File: src/rtl/core/edc_pkg.sv
`default_nettype none

package edc_pkg;

    localparam int CENTER_W = 16;
    localparam int COEF_W   = 24;
    localparam int DX_W     = CENTER_W + 1;
    localparam int PROD_W   = COEF_W + DX_W;
    localparam int Q_W      = PROD_W + 1;
    localparam int MAG_W    = 26;
    localparam int SQ_W     = 2 * MAG_W;
    localparam int SUM_W    = SQ_W + 1;
    localparam int RAD_W    = 20;
    localparam int RAD_LSB  = 32;
    localparam int ROOT_W   = 10;
    localparam int REM_W    = ROOT_W + 2;
    localparam int DIST_W   = 10;
    localparam int CFG_IDX_W = 3;

    localparam int SQRT_STAGES = ROOT_W / 2;

    localparam logic [MAG_W-1:0]  LIMIT_Q24     = MAG_W'(3) << 24;
    localparam logic [SQ_W-1:0]   LIMIT_SQ48    = SQ_W'(9) << 48;
    localparam logic [DIST_W-1:0] OVERFLOW_CODE = DIST_W'(819);
    localparam logic [DIST_W-1:0] DIST_LIMIT    = DIST_W'(768);
    localparam logic [COEF_W-1:0] COEF_ONE      = COEF_W'(1) << 20;

    localparam logic [CFG_IDX_W-1:0] CFG_CENTER_X = 3'd0;
    localparam logic [CFG_IDX_W-1:0] CFG_CENTER_Y = 3'd1;
    localparam logic [CFG_IDX_W-1:0] CFG_COEF_XX  = 3'd2;
    localparam logic [CFG_IDX_W-1:0] CFG_COEF_XY  = 3'd3;
    localparam logic [CFG_IDX_W-1:0] CFG_COEF_YX  = 3'd4;
    localparam logic [CFG_IDX_W-1:0] CFG_COEF_YY  = 3'd5;

    // request into the root pipeline
    typedef struct packed {
        logic             over;
        logic [RAD_W-1:0] rad;
    } sq_req_t;

    typedef struct packed {
        logic              over;
        logic [RAD_W-1:0]  rad;
        logic [REM_W-1:0]  rem;
        logic [ROOT_W-1:0] root;
    } sq_stage_t;

    // one digit of the restoring square root, top radicand pair first
    function automatic sq_stage_t sqrt_step(input sq_stage_t s);
        sq_stage_t        r;
        logic [REM_W+1:0] rs;
        logic [REM_W+1:0] trial;
        r     = s;
        rs    = {s.rem, s.rad[RAD_W-1 -: 2]};
        trial = (REM_W + 2)'({s.root, 2'b01});
        r.rad = s.rad << 2;
        if (rs >= trial) begin
            r.rem  = REM_W'(rs - trial);
            r.root = {s.root[ROOT_W-2:0], 1'b1};
        end else begin
            r.rem  = REM_W'(rs);
            r.root = {s.root[ROOT_W-2:0], 1'b0};
        end
        return r;
    endfunction

endpackage

`default_nettype wire

File: src/rtl/core/edc_sqrt.sv
`default_nettype none

module edc_sqrt (
    input  wire                           aclk,
    input  wire                           aresetn,
    input  wire                           in_valid,
    output logic                          in_ready,
    input  wire  edc_pkg::sq_req_t        in_req,
    output logic                          out_valid,
    input  wire                           out_ready,
    output logic [edc_pkg::DIST_W-1:0]    out_distance
);

    localparam int N = edc_pkg::SQRT_STAGES;

    edc_pkg::sq_stage_t st_reg [N];
    edc_pkg::sq_stage_t st_in  [N];
    logic [N-1:0]       vld_reg;
    logic [N-1:0]       en;

    always_comb begin
        en[N-1] = !vld_reg[N-1] || out_ready;
        for (int k = N - 2; k >= 0; k--) begin
            en[k] = !vld_reg[k] || en[k+1];
        end
    end

    assign in_ready = en[0];

    always_comb begin
        st_in[0].over = in_req.over;
        st_in[0].rad  = in_req.rad;
        st_in[0].rem  = '0;
        st_in[0].root = '0;
        for (int k = 1; k < N; k++) begin
            st_in[k] = st_reg[k-1];
        end
    end

    always_ff @(posedge aclk) begin
        if (!aresetn) begin
            vld_reg <= '0;
        end else begin
            if (en[0]) begin
                vld_reg[0] <= in_valid;
            end
            for (int k = 1; k < N; k++) begin
                if (en[k]) begin
                    vld_reg[k] <= vld_reg[k-1];
                end
            end
        end
    end

    always_ff @(posedge aclk) begin
        for (int k = 0; k < N; k++) begin
            if (en[k]) begin
                st_reg[k] <= edc_pkg::sqrt_step(edc_pkg::sqrt_step(st_in[k]));
            end
        end
    end

    assign out_valid    = vld_reg[N-1];
    assign out_distance = st_reg[N-1].over ? edc_pkg::OVERFLOW_CODE : st_reg[N-1].root;

endmodule

`default_nettype wire

File: config.mk
export PLATFORM = sky130hd
export DESIGN_NAME = edc_sqrt
export DESIGN_NICKNAME = d
export VERILOG_FILES = /design/src/rtl/core/edc_pkg.sv /design/src/rtl/core/edc_sqrt.sv
export SDC_FILE = /design/constraint.sdc
export NUM_CORES = 1
export LEC_CHECK = 0
export ABC_AREA = 0
export BUFFER_PORTS_ARGS = -buffer_cell sky130_fd_sc_hd__buf_2
export CAP_MARGIN = 30
export CORE_ASPECT_RATIO = 1.1
export CORE_MARGIN = 2
export CORE_UTILIZATION = 56
export DETAILED_ROUTE_END_ITERATION = 16
export GPL_ROUTABILITY_DRIVEN = 0
export HOLD_SLACK_MARGIN = 0.02
export PLACE_DENSITY = 0.77
export SYNTH_ARGS = -nofsm -noshare
export SYNTH_HDL_FRONTEND = slang
export SYNTH_SLANG_ARGS = --single-unit
File: constraint.sdc
create_clock -name aclk -period 4.1 [get_ports aclk]
set_input_delay 0.82 -clock aclk [delete_from_list [all_inputs] [get_ports aclk]]
set_output_delay 0.82 -clock aclk [all_outputs]
set_load 0.02 [all_outputs]
==> summary.txt <==
status: complete, but fails checks
failing checks: setup timing
die area: 0.0144 mm^2
die width: 115 um
setup TNS: -0.280 ns
Post-Route WL: 18500 um
CP max FO: 13
Sink Count: 124
Placeable Area: 0.0132 mm^2
met2 WL post-DR: 9700 um
RSZ-0062 raised after global routing: true
share of the core filled with cells: 0.720
Worst Path Required: 4.34 ns
DRT met1 WL: 7000 um
post-route ant nets: 0
global route overflow: 0
CTS buffer count: 17
Root Driver: clkbuf_16
met3 wire length: 1020 um
cell taking the most area after synthesis: edfxtp_1
ant diodes: 0
Yosys cell types: 61
CTS clk-pin slew, worst paths: 0.06 ns
initial antenna violation count: 0
asr flop ratio synth: 0
routed via count: 6158
placed instance count: 943
Longest Clk Path Bufs: 2
initial DRC count: 464
reg-to-reg setup timing slack: -0.06 ns
# DRC: 0
max reg flops: 119
critical path class: register to register
pwr/cell area: 731 mW/mm^2
layout cells sized above 1: 0.256
Hold Buf Count CTS: 0
Die H: 126 um
post-synth top area share: 0.473
Worst Hold Class: register to register
Arr. time, crit path: 4.40 ns
FMAX: 241 MHz
Tcrit/Tclk final: 1.01
crit path buf inv count: 4
Register Area: 0.00367 mm^2
Yosys reg bits: 124
Final Hold Fails: 0
Max-Cap Viols: 0
cell breakdown of the critical path: inv_2 -> ha_4 -> a21o_1 -> a21o_1 -> a21o_1 -> or3_4 -> a21oi_1 -> ha_1 -> and3_4 -> and2_4 -> nand4_1 -> buf_4 -> nor4_4 -> nor4bb_2 -> and2_4 -> buf_12 -> buf_4 -> nand2_1 -> o21ai_0
Max Used Layer: met4
# rows: 44
crit-path max cell delay: 0.45 ns
CTS HTree Levels: 4
Synth Cell Area: 0.00755 mm^2
# fillers: 830
CP max stage cell: or3_4
CP most frequent cell: a21o_1
vias in the first global route: 5977
first-pass GRT wire length: 27700 um
Cells after Synth: 714
Via density: 6.10
Area Overhead vs Synth: 25.5%
DRT Pass-1 Iters: 5
Detailed Place HPWL: 12500 um
CTS tree: yes
multi-input combinational cell area: 0.00387 mm^2
initial core utilization: 0.574
Largest delay share family, worst path: simple AND/OR/NAND/NOR gates
min cycle time layout: 4.16 ns
number of synthesized flops with an enable pin: 119
CP Launch Type: register
Setup crit end kind: register
synthesized area per cell: 10.6 um^2
Seq/Total Area, Yosys: 0.487
Area contributors post-synth: edfxtp_1 (47%), ha_1 (9.9%), xnor2_1 (3.4%)
static leakage: 4.04 nW
VDD IR-drop max: 0.411 mV
I/O pins: 37
Slew headroom: 0.524
Final Non-Filler Cells: 1009
Final Setup Violations: 10
Place WS: -0.159 ns
Slew Viols, Final: 0
most common cell in the netlist: edfxtp_1
Net count, final: 920
most common flop cell mapped by yosys: edfxtp_1
Pwr Total: 6.92 mW
clk_lat worst skew: 0.43 ns
measured slew at the worst slew-check pin: 0.711 ns
Warnings, synthesis: 0
largest net degree at the start of global routing: 30
Mapped Nets: 799
Post-synth top cells: edfxtp_1 (119), inv_1 (63), ha_1 (60)
gr usage total: 0.245
Avg WL per Cell: 18.3 um
setup ws final: -0.0551 ns
number of port buffers: 36
Setup Skew: 0.00831 ns
==> final timing paths <==
check | start | end | cells past startpoint
worst max-delay path | st_reg[0][81] | st_reg[0][130] | 19
worst max register to register | st_reg[0][81] | st_reg[0][130] | 19
worst min-delay path | st_reg[0][111] | st_reg[0][154] | 0
worst min register to register | st_reg[0][111] | st_reg[0][154] | 0
==> area by class of cell <==
class                   count  share of cell area
clock buffers              19              0.0457
clock inverters            13              0.0201
inverters                  66              0.0262
multi-input cells         509               0.409
flip-flops and latches    124               0.388
well taps                 161              0.0213
repair buffers            117              0.0905
==> layout by cell type, fill, tap and decap left out, types with 4 or more instances in the layout <==
cell       instances
edfxtp_1         119
buf_4             73
inv_1             57
ha_1              48
nand2_1           46
nor2_1            41
a21oi_1           40
buf_2             37
o21ai_0           36
xnor2_1           29
xor2_1            20
a21o_1            18
clkbuf_16         17
o21a_1            16
nand3_1           13
nor3_1            13
nor2b_1           12
nor4_1            11
mux2i_1           11
ha_4              10
o31ai_1            9
inv_2              9
or2_2              9
nand4_1            8
nand2b_1           8
and3_1             6
a21oi_2            6
a31oi_1            6
o211ai_1           6
and2_1             5
dfxtp_1            5
o21ai_1            4
a21boi_0           4
o2111ai_1          4
bufinv_16          4
==> per-layer routing <==
| metal | track usage | vias to the layer above |
|---|---|---|
| met3 | 0.0626 | 85 |
| met4 | 0.108 | 0 |
| li1 | - | 2879 |
| met5 | 0 | - |
| met2 | 0.435 | 289 |
| met1 | 0.274 | 2905 |
==> report_power, final <==
| group | switching (mW) | total [mW] | internal, mW |
|---|---|---|---|
| clock | 0.556 | 1.58 | 1.02 |
| sequential | 0.180 | 1.95 | 1.77 |
| combinational | 1.80 | 3.39 | 1.59 |
| total | 2.54 | 6.92 | 4.39 |
==> stage by stage <==
stage          hold WS, ns  area [um^2]
5_1_grt              0.435         9470
4_1_cts              0.418         8990
3_5_place_dp         0.405         8280
6_report             0.416         9470
2_1_floorplan        0.400         7590
3_3_place_gp         0.404         8240
==> kinds of logic (layout without fill, tap and decap cells) <==
logic type,after synthesis,in the layout,share of synthesized area
compound gates,181,181,0.153
xor+xnor,49,49,0.0569
fa+ha+maj,60,60,0.0995
buf+inv,81,215,0.0416
flops,124,124,0.487
mux,13,13,0.0176
simple gates,206,206,0.145
==> timing repair <==
action	CTS	global route
buffers inserted	4	28
resized for setup	13	50
setup endpoints to repair	15	36
cloned	0	1
pin swaps	5	33
Note: power is estimated with default switching activity, not from simulation.
